### src/sv/mmn_pkg.sv
// mmn_pkg: shared types and constants of the min-max normalizer
// transaction payload structs, opcodes, digit width and status structs
// no dependencies
package mmn_pkg;

    localparam int SAMPLE_W      = 32;
    localparam int OUT_FRAC_BITS = 16;
    localparam int NORM_W        = OUT_FRAC_BITS + 1;
    localparam int DIGIT_BITS    = 4;
    localparam int QCNT_W        = $clog2(OUT_FRAC_BITS);

    localparam logic [1:0] OP_CLEAR = 2'd0;
    localparam logic [1:0] OP_SCAN  = 2'd1;
    localparam logic [1:0] OP_NORM  = 2'd2;

    typedef struct packed {
        logic [1:0]                 opcode;
        logic signed [SAMPLE_W-1:0] sample;
        logic                       sample_valid;
    } req_t;

    typedef struct packed {
        logic [NORM_W-1:0] normalized;
        logic              result_valid;
    } rsp_t;

    typedef struct packed {
        logic borrow;
        logic zero;
    } sub_flags_t;

    typedef struct packed {
        logic busy;
        logic done;
    } div_status_t;

endpackage

### src/sv/mmn_serial_sub.sv
// mmn_serial_sub: digit-serial subtractor, least significant digit first
// keeps the running borrow and a zero flag of the difference
// depends on mmn_pkg
module mmn_serial_sub
    import mmn_pkg::*;
(
    input  logic                  clk,
    input  logic                  rst_n,
    input  logic                  start,
    input  logic                  en,
    input  logic [DIGIT_BITS-1:0] a,
    input  logic [DIGIT_BITS-1:0] b,
    output logic [DIGIT_BITS-1:0] diff,
    output sub_flags_t            flags
);

    logic                borrow_reg;
    logic                zero_reg;
    logic [DIGIT_BITS:0] wide;

    assign wide = {1'b0, a} - {1'b0, b} - {{DIGIT_BITS{1'b0}}, borrow_reg};
    assign diff = wide[DIGIT_BITS-1:0];

    always_ff @(posedge clk or negedge rst_n)
    begin
        if (!rst_n)
        begin
            borrow_reg <= 1'b0;
            zero_reg   <= 1'b1;
        end
        else if (start)
        begin
            borrow_reg <= 1'b0;
            zero_reg   <= 1'b1;
        end
        else if (en)
        begin
            borrow_reg <= wide[DIGIT_BITS];
            zero_reg   <= zero_reg && (wide[DIGIT_BITS-1:0] == '0);
        end
    end

    assign flags.borrow = borrow_reg;
    assign flags.zero   = zero_reg;

endmodule

### src/sv/mmn_frac_div.sv
// mmn_frac_div: restoring fraction divider, one quotient bit per cycle
// computes num/den with OUT_FRAC_BITS bits for num < den
// depends on mmn_pkg
module mmn_frac_div
    import mmn_pkg::*;
#(
    parameter int W = 32
)
(
    input  logic                     clk,
    input  logic                     rst_n,
    input  logic                     start,
    input  logic [W-1:0]             num,
    input  logic [W-1:0]             den,
    output logic [OUT_FRAC_BITS-1:0] quot,
    output div_status_t              status
);

    logic [W-1:0]             rem_reg;
    logic [W-1:0]             den_reg;
    logic [OUT_FRAC_BITS-1:0] q_reg;
    logic [QCNT_W-1:0]        cnt_reg;
    logic                     busy_reg;
    logic                     done_reg;
    logic [W:0]               shifted;
    logic                     ge;
    logic [W:0]               reduced;

    // remainder stays below den, so the shifted value fits in W+1 bits
    assign shifted = {rem_reg, 1'b0};
    assign ge      = shifted >= {1'b0, den_reg};
    assign reduced = shifted - {1'b0, den_reg};

    always_ff @(posedge clk or negedge rst_n)
    begin
        if (!rst_n)
        begin
            rem_reg  <= '0;
            den_reg  <= '0;
            q_reg    <= '0;
            cnt_reg  <= '0;
            busy_reg <= 1'b0;
            done_reg <= 1'b0;
        end
        else
        begin
            done_reg <= 1'b0;
            if (start)
            begin
                rem_reg  <= num;
                den_reg  <= den;
                q_reg    <= '0;
                cnt_reg  <= '0;
                busy_reg <= 1'b1;
            end
            else if (busy_reg)
            begin
                rem_reg <= ge ? reduced[W-1:0] : shifted[W-1:0];
                q_reg   <= {q_reg[OUT_FRAC_BITS-2:0], ge};
                cnt_reg <= cnt_reg + 1'b1;
                if (cnt_reg == QCNT_W'(OUT_FRAC_BITS - 1))
                begin
                    busy_reg <= 1'b0;
                    done_reg <= 1'b1;
                end
            end
        end
    end

    assign quot        = q_reg;
    assign status.busy = busy_reg;
    assign status.done = done_reg;

endmodule

### src/sv/minmax_normalizer.sv
// normalize: accept, digit-serial compare over ceil(SAMPLE_BITS/4) digits, decision,
// divider (16 quotient bits and the done flag), output register; clamped or no-data
// results skip the divider; scan: accept, digit-serial compare, decision; clear and the
// seeding scan finish in the accept state; the next transaction is accepted while a result
// waits in the output; reset (rst_n, async, active low) empties the tracker and output
module minmax_normalizer
    import mmn_pkg::*;
#(
    parameter int SAMPLE_BITS = 32
)
(
    input  logic clk,
    input  logic rst_n,
    input  logic req_valid,
    output logic req_ready,
    input  req_t req,
    output logic rsp_valid,
    input  logic rsp_ready,
    output rsp_t rsp
);

    localparam int NDIG     = (SAMPLE_BITS + DIGIT_BITS - 1) / DIGIT_BITS;
    localparam int PAD_BITS = NDIG * DIGIT_BITS;
    localparam int CNT_W    = (NDIG > 1) ? $clog2(NDIG) : 1;

    typedef enum logic [2:0] {
        S_IDLE,
        S_SER,
        S_EVAL,
        S_DIV,
        S_OUT
    } state_t;

    state_t                  state_reg, state_next;
    logic [SAMPLE_BITS-1:0]  min_reg, min_next;
    logic [SAMPLE_BITS-1:0]  max_reg, max_next;
    logic                    seen_reg, seen_next;
    logic [SAMPLE_BITS-1:0]  raw_reg, raw_next;
    logic                    norm_reg, norm_next;
    logic [PAD_BITS-1:0]     s_sh_reg, s_sh_next;
    logic [PAD_BITS-1:0]     lo_sh_reg, lo_sh_next;
    logic [PAD_BITS-1:0]     hi_sh_reg, hi_sh_next;
    logic [PAD_BITS-1:0]     num_sh_reg, num_sh_next;
    logic [PAD_BITS-1:0]     rng_sh_reg, rng_sh_next;
    logic [CNT_W-1:0]        cnt_reg, cnt_next;
    logic [NORM_W-1:0]       res_reg, res_next;
    logic                    res_ok_reg, res_ok_next;
    logic                    rsp_valid_reg, rsp_valid_next;
    rsp_t                    rsp_reg, rsp_next;

    logic                    sub_start;
    logic                    sub_en;
    logic                    div_start;
    logic [SAMPLE_BITS-1:0]  req_raw;
    logic [DIGIT_BITS-1:0]   d_s_lo, d_hi_s, d_hi_lo;
    sub_flags_t              f_s_lo, f_hi_s, f_hi_lo;
    logic [OUT_FRAC_BITS-1:0] quot;
    div_status_t             div_status;

    // flipping the sign bit gives offset binary, ordered under unsigned compare
    function automatic logic [PAD_BITS-1:0] biased(input logic [SAMPLE_BITS-1:0] v);
        logic [SAMPLE_BITS-1:0] b;
        b = {~v[SAMPLE_BITS-1], v[SAMPLE_BITS-2:0]};
        return PAD_BITS'(b);
    endfunction

    assign req_raw = SAMPLE_BITS'($unsigned(req.sample));

    mmn_serial_sub u_sub_s_lo (
        .clk   (clk),
        .rst_n (rst_n),
        .start (sub_start),
        .en    (sub_en),
        .a     (s_sh_reg[DIGIT_BITS-1:0]),
        .b     (lo_sh_reg[DIGIT_BITS-1:0]),
        .diff  (d_s_lo),
        .flags (f_s_lo)
    );

    mmn_serial_sub u_sub_hi_s (
        .clk   (clk),
        .rst_n (rst_n),
        .start (sub_start),
        .en    (sub_en),
        .a     (hi_sh_reg[DIGIT_BITS-1:0]),
        .b     (s_sh_reg[DIGIT_BITS-1:0]),
        .diff  (d_hi_s),
        .flags (f_hi_s)
    );

    mmn_serial_sub u_sub_hi_lo (
        .clk   (clk),
        .rst_n (rst_n),
        .start (sub_start),
        .en    (sub_en),
        .a     (hi_sh_reg[DIGIT_BITS-1:0]),
        .b     (lo_sh_reg[DIGIT_BITS-1:0]),
        .diff  (d_hi_lo),
        .flags (f_hi_lo)
    );

    mmn_frac_div #(
        .W (SAMPLE_BITS)
    ) u_div (
        .clk    (clk),
        .rst_n  (rst_n),
        .start  (div_start),
        .num    (num_sh_reg[SAMPLE_BITS-1:0]),
        .den    (rng_sh_reg[SAMPLE_BITS-1:0]),
        .quot   (quot),
        .status (div_status)
    );

    assign req_ready = (state_reg == S_IDLE);

    always_comb
    begin
        state_next     = state_reg;
        min_next       = min_reg;
        max_next       = max_reg;
        seen_next      = seen_reg;
        raw_next       = raw_reg;
        norm_next      = norm_reg;
        s_sh_next      = s_sh_reg;
        lo_sh_next     = lo_sh_reg;
        hi_sh_next     = hi_sh_reg;
        num_sh_next    = num_sh_reg;
        rng_sh_next    = rng_sh_reg;
        cnt_next       = cnt_reg;
        res_next       = res_reg;
        res_ok_next    = res_ok_reg;
        rsp_valid_next = rsp_valid_reg;
        rsp_next       = rsp_reg;
        sub_start      = 1'b0;
        sub_en         = 1'b0;
        div_start      = 1'b0;

        if (rsp_valid_reg && rsp_ready)
        begin
            rsp_valid_next = 1'b0;
        end

        case (state_reg)
            S_IDLE:
            begin
                if (req_valid)
                begin
                    raw_next   = req_raw;
                    s_sh_next  = biased(req_raw);
                    lo_sh_next = biased(min_reg);
                    hi_sh_next = biased(max_reg);
                    cnt_next   = '0;
                    case (req.opcode)
                        OP_CLEAR:
                        begin
                            min_next  = '0;
                            max_next  = '0;
                            seen_next = 1'b0;
                        end
                        OP_SCAN:
                        begin
                            if (req.sample_valid && !seen_reg)
                            begin
                                min_next  = req_raw;
                                max_next  = req_raw;
                                seen_next = 1'b1;
                            end
                            else if (req.sample_valid)
                            begin
                                norm_next  = 1'b0;
                                sub_start  = 1'b1;
                                state_next = S_SER;
                            end
                        end
                        OP_NORM:
                        begin
                            if (req.sample_valid && seen_reg)
                            begin
                                norm_next  = 1'b1;
                                sub_start  = 1'b1;
                                state_next = S_SER;
                            end
                            else
                            begin
                                res_next    = '0;
                                res_ok_next = 1'b0;
                                state_next  = S_OUT;
                            end
                        end
                        default:
                        begin
                        end
                    endcase
                end
            end
            S_SER:
            begin
                sub_en      = 1'b1;
                s_sh_next   = s_sh_reg >> DIGIT_BITS;
                lo_sh_next  = lo_sh_reg >> DIGIT_BITS;
                hi_sh_next  = hi_sh_reg >> DIGIT_BITS;
                num_sh_next = {d_s_lo, num_sh_reg[PAD_BITS-1:DIGIT_BITS]};
                rng_sh_next = {d_hi_lo, rng_sh_reg[PAD_BITS-1:DIGIT_BITS]};
                cnt_next    = cnt_reg + 1'b1;
                if (cnt_reg == CNT_W'(NDIG - 1))
                begin
                    state_next = S_EVAL;
                end
            end
            S_EVAL:
            begin
                if (!norm_reg)
                begin
                    if (f_s_lo.borrow)
                    begin
                        min_next = raw_reg;
                    end
                    if (f_hi_s.borrow)
                    begin
                        max_next = raw_reg;
                    end
                    state_next = S_IDLE;
                end
                else if (f_hi_lo.borrow || f_hi_lo.zero)
                begin
                    // zero range
                    res_next    = '0;
                    res_ok_next = 1'b0;
                    state_next  = S_OUT;
                end
                else if (f_s_lo.borrow || f_s_lo.zero)
                begin
                    res_next    = '0;
                    res_ok_next = 1'b1;
                    state_next  = S_OUT;
                end
                else if (f_hi_s.borrow || f_hi_s.zero)
                begin
                    // at or above max saturates to one
                    res_next    = {1'b1, {OUT_FRAC_BITS{1'b0}}};
                    res_ok_next = 1'b1;
                    state_next  = S_OUT;
                end
                else
                begin
                    div_start  = 1'b1;
                    state_next = S_DIV;
                end
            end
            S_DIV:
            begin
                if (div_status.done)
                begin
                    res_next    = {1'b0, quot};
                    res_ok_next = 1'b1;
                    state_next  = S_OUT;
                end
            end
            S_OUT:
            begin
                if (!rsp_valid_reg || rsp_ready)
                begin
                    rsp_valid_next        = 1'b1;
                    rsp_next.normalized   = res_reg;
                    rsp_next.result_valid = res_ok_reg;
                    state_next            = S_IDLE;
                end
            end
            default:
            begin
                state_next = S_IDLE;
            end
        endcase
    end

    always_ff @(posedge clk or negedge rst_n)
    begin
        if (!rst_n)
        begin
            state_reg     <= S_IDLE;
            min_reg       <= '0;
            max_reg       <= '0;
            seen_reg      <= 1'b0;
            raw_reg       <= '0;
            norm_reg      <= 1'b0;
            s_sh_reg      <= '0;
            lo_sh_reg     <= '0;
            hi_sh_reg     <= '0;
            num_sh_reg    <= '0;
            rng_sh_reg    <= '0;
            cnt_reg       <= '0;
            res_reg       <= '0;
            res_ok_reg    <= 1'b0;
            rsp_valid_reg <= 1'b0;
            rsp_reg       <= '0;
        end
        else
        begin
            state_reg     <= state_next;
            min_reg       <= min_next;
            max_reg       <= max_next;
            seen_reg      <= seen_next;
            raw_reg       <= raw_next;
            norm_reg      <= norm_next;
            s_sh_reg      <= s_sh_next;
            lo_sh_reg     <= lo_sh_next;
            hi_sh_reg     <= hi_sh_next;
            num_sh_reg    <= num_sh_next;
            rng_sh_reg    <= rng_sh_next;
            cnt_reg       <= cnt_next;
            res_reg       <= res_next;
            res_ok_reg    <= res_ok_next;
            rsp_valid_reg <= rsp_valid_next;
            rsp_reg       <= rsp_next;
        end
    end

    assign rsp_valid = rsp_valid_reg;
    assign rsp       = rsp_reg;

endmodule

### config.mk
export PLATFORM = sky130hd
export DESIGN_NAME = minmax_normalizer
export DESIGN_NICKNAME = d
export VERILOG_FILES = /design/src/sv/mmn_pkg.sv /design/src/sv/mmn_serial_sub.sv /design/src/sv/mmn_frac_div.sv /design/src/sv/minmax_normalizer.sv
export SDC_FILE = /design/constraint.sdc
export NUM_CORES = 1
export LEC_CHECK = 0
export ABC_AREA = 1
export BUFFER_PORTS_ARGS = -buffer_cell sky130_fd_sc_hd__buf_2
export CORE_UTILIZATION = 44
export CTS_CLUSTER_DIAMETER = 30
export CTS_CLUSTER_SIZE = 28
export DETAILED_ROUTE_END_ITERATION = 7
export SLEW_MARGIN = 20
export SYNTH_ARGS = -nofsm -noshare
export SYNTH_HDL_FRONTEND = slang
export SYNTH_SLANG_ARGS = --single-unit
### constraint.sdc
create_clock -name clk -period 2.39 [get_ports clk]
set_input_delay 0.1195 -clock clk [delete_from_list [all_inputs] [get_ports clk]]
set_output_delay 0.1195 -clock clk [all_outputs]
set_load 0.1 [all_outputs]
# == After elaboration in Yosys (flattened, before gate mapping) ==
# Index checks and enable logic that the tools add are counted.
# totals
register_bits,393
wordCells,197
out_inout_bits,20
input_bits,39
# classes
addsub,9
bitwise_logic,3
n_reduce_logical,33
eq_ne,28
n_mux,94
magnitude_cmp,1
# ops
cell,count
2-to-1 mux 32 bit,12
one-hot mux 32 bit (2 select lines),6
2-to-1 mux 17 bit,8
one-hot mux 17 bit (3 select lines),1
2-to-1 mux 1 bit,44
2-to-1 mux 3 bit,12
>= comparator 33 x 32 -> 1 bit,1
2-to-1 mux 16 bit,2
subtractor 32 bit,1
inequality test 2 bit (second input constant),10
AND reduction 6 bit,3
one-hot mux 3 bit (5 select lines),1
subtractor 4 x 4 -> 5 bit,3
subtractor 5 x 1 -> 5 bit,3
AND reduction 7 bit,2
zero test 4 bit,3
one-hot mux 3 bit (2 select lines),2
nonzero test 2 bit,6
inequality test 3 bit (second input constant),3
2-to-1 mux 4 bit,2
inequality test 2 x 1 -> 1 bit (second input constant),4
== test 3 x 2 -> 1 bit (second input constant),2
== test 3 bit (second input constant),2
logical AND 1 bit,6
other kinds (18),29

# == Depth between registers and ports, before layout ==
# depth
word_depth,7
mapped_depth,16
ltp_nobuf,16

# == Cells and area by module ==
# Synthesis repeated with hierarchy kept, for this count alone.
# hier_totals
hier_cells,2595
hier_area_um2,20251.9
# by_module_without_submodules
mod,seq_area_each_um2,area_each_um2,instances,cells_each
minmax_normalizer,7532.2,12884.9,1,1487
mmn_frac_div,2152.1,6402.4,1,955
mmn_serial_sub,51.3,321.6,3,51

# == Least setup slack after synthesis ==
# Ideal clock, no wire load.
# synth_timing
path_type,reg2reg
startpoint,reg s_sh_reg[0]
endpoint,reg u_sub_hi_s.zero_reg
n_path_buf,0
synth_period_minus_slack_ps,2543
setup_ps,61
path_slack_ps,-153
t_arrival_ps,2482
path_stages_with_launch,11
required_time_ps,2329
cell_sequence,dfrtp_1 -> inv_1 -> fa_1 -> inv_1 -> ha_1 -> or2_2 -> fa_1 -> a2111o_1 -> o21ai_0 -> nand2_1 -> nand2_1
# synth_via
elab_chain_cells,6
# synth_lines
element,line_no,text
"start, declared",minmax_normalizer.sv:40,"logic [PAD_BITS-1:0] s_sh_reg, s_sh_next;"
"start signal, assigned",minmax_normalizer.sv:305,s_sh_reg <= s_sh_next;
subtractor 4 x 4 -> 5 bit,mmn_serial_sub.sv:21,"assign wide = {1'b0, a} - {1'b0, b} - {{DIGIT_BITS{1'b0}}, borrow_reg};"
subtractor 5 x 1 -> 5 bit,mmn_serial_sub.sv:21,
zero test 4 bit,mmn_serial_sub.sv:39,zero_reg <= zero_reg && (wide[DIGIT_BITS-1:0] == '0);
logical AND 1 bit,mmn_serial_sub.sv:39,
2-to-1 mux 1 bit,mmn_serial_sub.sv:36,else if (en)
2-to-1 mux 1 bit,mmn_serial_sub.sv:31,else if (start)
"end signal, assigned",mmn_serial_sub.sv:39,
"end, declared",mmn_serial_sub.sv:18,logic zero_reg;
# No other way between the ends. The select of a mux whose other input is x is not followed.
# A chain may end at the register's enable or synchronous reset.

# == Worst setup path after layout ==
# Ends and elaborated chain as after synthesis.

==> impl_metrics.env <==
export IMPL_result_of_the_run="finished, violations left"
export IMPL_failed_checks="setup timing"
export IMPL_fraction_of_final_layout_cells_with_drive_strength_greater_than_1=0.135
export IMPL_timing_final_setup_violations=1
export IMPL_hold_path_startpoint="req[33]"
export IMPL_gpl_final_weighted_congestion=0.911
export IMPL_clkLatencyLatePin_ns=0.62
export IMPL_grt_max_degree=128
export IMPL_postRouteWirelength_mm=50.1
export IMPL_drt_pre_antenna_iters=5
export IMPL_start_util=0.450
export IMPL_crit_fanout=2
export IMPL_place_port_buffers=58
export IMPL_finalHoldViolCount=0
export IMPL_grt_first_pass_wirelength_mm=83.5
export IMPL_final_min_clock_period_ns=2.41
export IMPL_syn_area_um2=20100
export IMPL_yosysSeqAreaShare=0.490
export IMPL_route_detailed_wl_per_inst_um=15.1
export IMPL_antenna_found_initial=0
export IMPL_fin_crit_share=1.01
export IMPL_crit_top_cell="nand2_1"
export IMPL_synth_fp_nets=2618
export IMPL_dp_final_hpwl_mm=33.8
export IMPL_start_kind="flip-flop"
export IMPL_fp_dieArea_um2=46500
export IMPL_drv_cap=0
export IMPL_slew_violations=0
export IMPL_standard_cell_core_area_um2=44600
export IMPL_cp_top_family="adder cells"
export IMPL_max_stage_delay_ns=0.56
export IMPL_layout_nets=2758
export IMPL_layout_commonest_cell="nand2_1"
export IMPL_finalClockSkew_ns=0.0275
export IMPL_antenna_left=0
export IMPL_p_leak_nw=12.4
export IMPL_path_cells="inv_2 -> fa_1 -> inv_1 -> ha_2 -> or2_4 -> fa_2 -> a2111o_1 -> o21ai_1 -> nand2_1 -> nand2_1"
export IMPL_cts_htree_levels=3
export IMPL_timing_worst_setup_path_type="flip-flop to flip-flop"
export IMPL_n_fill_cell=4076
export IMPL_viasPerCell=4.93
export IMPL_number_of_global_route_vias_before_repair=16700
export IMPL_cts_root_buf="clkbuf_16"
export IMPL_post_route_drc_count=0
export IMPL_standard_cell_row_count=77
export IMPL_syn_inst=2516
export IMPL_cts_tree="yes"
export IMPL_crit_path_top_delay_cell="fa_1"
export IMPL_number_of_clock_buffers_inserted_by_tritoncts=90
export IMPL_worst_ep_arrival_time_ns=2.97
export IMPL_synth_seq_cells=393
export IMPL_critical_register_to_register_path_startpoint="s_sh_reg[0]$_DFFE_PN0P_"
export IMPL_power_per_cell_area_nw_per_um2=1670
export IMPL_die_w_um=216
export IMPL_via_count=16400
export IMPL_cts_clk_slew_worst_paths_ns=0.05
export IMPL_worst_r2r_path_depth=10
export IMPL_worst_slack_ns=-0.0169
export IMPL_clkSinkCount=393
export IMPL_drt_initial_drc_count=1003
export IMPL_grt_setup_unrepaired="yes"
export IMPL_hp_class="input pin to flip-flop"
export IMPL_num_io_pins=59
export IMPL_area_growth_pct=24.7
export IMPL_regToRegSetupSlack_ns=-0.02
export IMPL_critical_path_required_ns=2.95
export IMPL_ir_worst_vdd_uv=808
export IMPL_ys_types=48
export IMPL_grt_ovfl_total=0
export IMPL_min_delay_path_depth=5
export IMPL_total_power_mw=41.8
export IMPL_worst_setup_path_end_kind="flip-flop"
export IMPL_dp_slack_ns=-0.0854
export IMPL_antennaDiodeCount=0
export IMPL_syn_avg_cell_area_um2=7.99
export IMPL_whs_endpoint="norm_reg$_DFFE_PN0P_"
export IMPL_clk_path_buf_depth=3
export IMPL_path_buf_inv=2
export IMPL_die_height_um=216
export IMPL_transition_at_the_pin_with_the_smallest_max_transition_slack_ns=0.915
export IMPL_timing_slew_headroom=0.389
export IMPL_final_cell_mix="684 x nand2_1, 458 x inv_1, 390 x dfrtp_1"
export IMPL_globalRouteTotalUtil=0.222
export IMPL_worstReg2RegEnd="u_sub_hi_s.zero_reg$_DFFE_PN1P_"
export IMPL_ys_warnings=0
export IMPL_achievable_frequency_ghz=0.415
synth_stat cells, drive strengths merged:
cell / instances / area (um2)
mux2: 2 / 22.5
clkbuf: 37 / 140
nand3: 163 / 891
xnor2: 15 / 131
nor4: 2 / 25.0
a31oi: 3 / 18.8
o22ai: 38 / 238
o21ai: 352 / 1810
ha: 56 / 701
nand2: 696 / 2650
dfrtp: 390 / 9760
o211ai: 56 / 420
o2bb2ai: 1 / 8.76
nor3: 10 / 77.6
nand4: 11 / 68.8
xor2: 9 / 78.8
dfstp: 3 / 78.8
buf: 72 / 414
o21bai: 4 / 30.0
fa: 7 / 140
nor2: 67 / 317
a22o: 2 / 17.5
and2: 3 / 18.8
or2: 1 / 6.26
a2111o: 1 / 11.3
a211oi: 1 / 7.51
inv: 473 / 1780
nand3b: 4 / 30.0
o21a: 3 / 22.5
a21oi: 34 / 174
layout make-up:
class                           instances  area [um2]  area share
Tap cell                              592         741      0.0296
Inverter                              473        1790      0.0713
Timing Repair Buffer                  156        1300      0.0517
Multi-Input combinational cell       1542        8110       0.324
Clock inverter                         43         714      0.0285
Sequential cell                       393        9840       0.393
Clock buffer                          125        2570       0.102
metal layers:
metal | vias to the layer above | track usage | part of all wire
met5 | - | 0 | 0
met4 | 0 | 0.0799 | 0.030
met1 | 7751 | 0.285 | 0.45
met2 | 266 | 0.374 | 0.48
met3 | 98 | 0.0400 | 0.037
li1 | 8260 | - | -
logic make-up (layout without fill, tap and decap cells):
group	after synthesis	in the layout	synth area share
AOI/OAI and AO/OA	495	495	0.137
xor gates and xnor gates	24	24	0.0105
adders and majority gates	63	63	0.0418
buffers and inverters	582	797	0.116
DFF	393	393	0.490
muxes	2	2	0.00112
and+or+nand+nor	957	958	0.203
metrics by stage:
step / utilization / hold WS (ns) / TNS [ns] / area, um2 / std cells
after global placement: 0.475 / 0.158 / -0.212 / 21200 / 3116
after global routing: 0.562 / 0.0760 / -0.413 / 25100 / 3324
after detailed placement: 0.475 / 0.161 / -0.164 / 21200 / 3116
after CTS: 0.557 / 0.0119 / -0.0288 / 24900 / 3322
final: 0.562 / 0.0320 / -0.0169 / 25100 / 3324
after floorplan: - / -0.176 / 0 / 20100 / 2516
report_power, final:
part	switching, mW	internal (mW)
registers	1.31	9.14
clock network	3.86	9.19
logic	12.2	6.11
total	17.4	24.5
timing repair:
item | in CTS | in global routing
pin swaps | 6 | 3
hold endpoints to repair | 248 | 0
resized for setup | 3 | 30
endpoints found under the setup margin | 2 | 40
hold buffers | 36 | 0
cloned | 0 | 1
buffers inserted | 2 | 1
how the worst max path moves through the flow:
| stage | end | cells past startpoint | start |
|---|---|---|---|
| detailed placement | u_sub_hi_s.zero_reg$_DFFE_PN1P_ | 10 | u_sub_hi_s.borrow_reg$_DFFE_PN0P_ |
| global route | u_sub_hi_s.zero_reg$_DFFE_PN1P_ | 10 | s_sh_reg[0]$_DFFE_PN0P_ |
| finish | u_sub_hi_s.zero_reg$_DFFE_PN1P_ | 10 | s_sh_reg[0]$_DFFE_PN0P_ |
| CTS | u_sub_hi_s.zero_reg$_DFFE_PN1P_ | 10 | s_sh_reg[0]$_DFFE_PN0P_ |
| floorplan | u_sub_hi_s.zero_reg$_DFFE_PN1P_ | 10 | u_sub_hi_s.borrow_reg$_DFFE_PN0P_ |
| global placement | u_sub_hi_s.borrow_reg$_DFFE_PN0P_ | 12 | u_sub_hi_s.borrow_reg$_DFFE_PN0P_ |
tightest hold or removal path, delay by kind of cell:
kind	cells	cell delay, ns
buffers and inverters	2	0.17
adder cells (fa/ha/maj)	1	0.20
AND/OR/NAND/NOR	1	0.06
AO/OA/AOI/OAI	1	0.06
(Power assumes the default switching activity.)
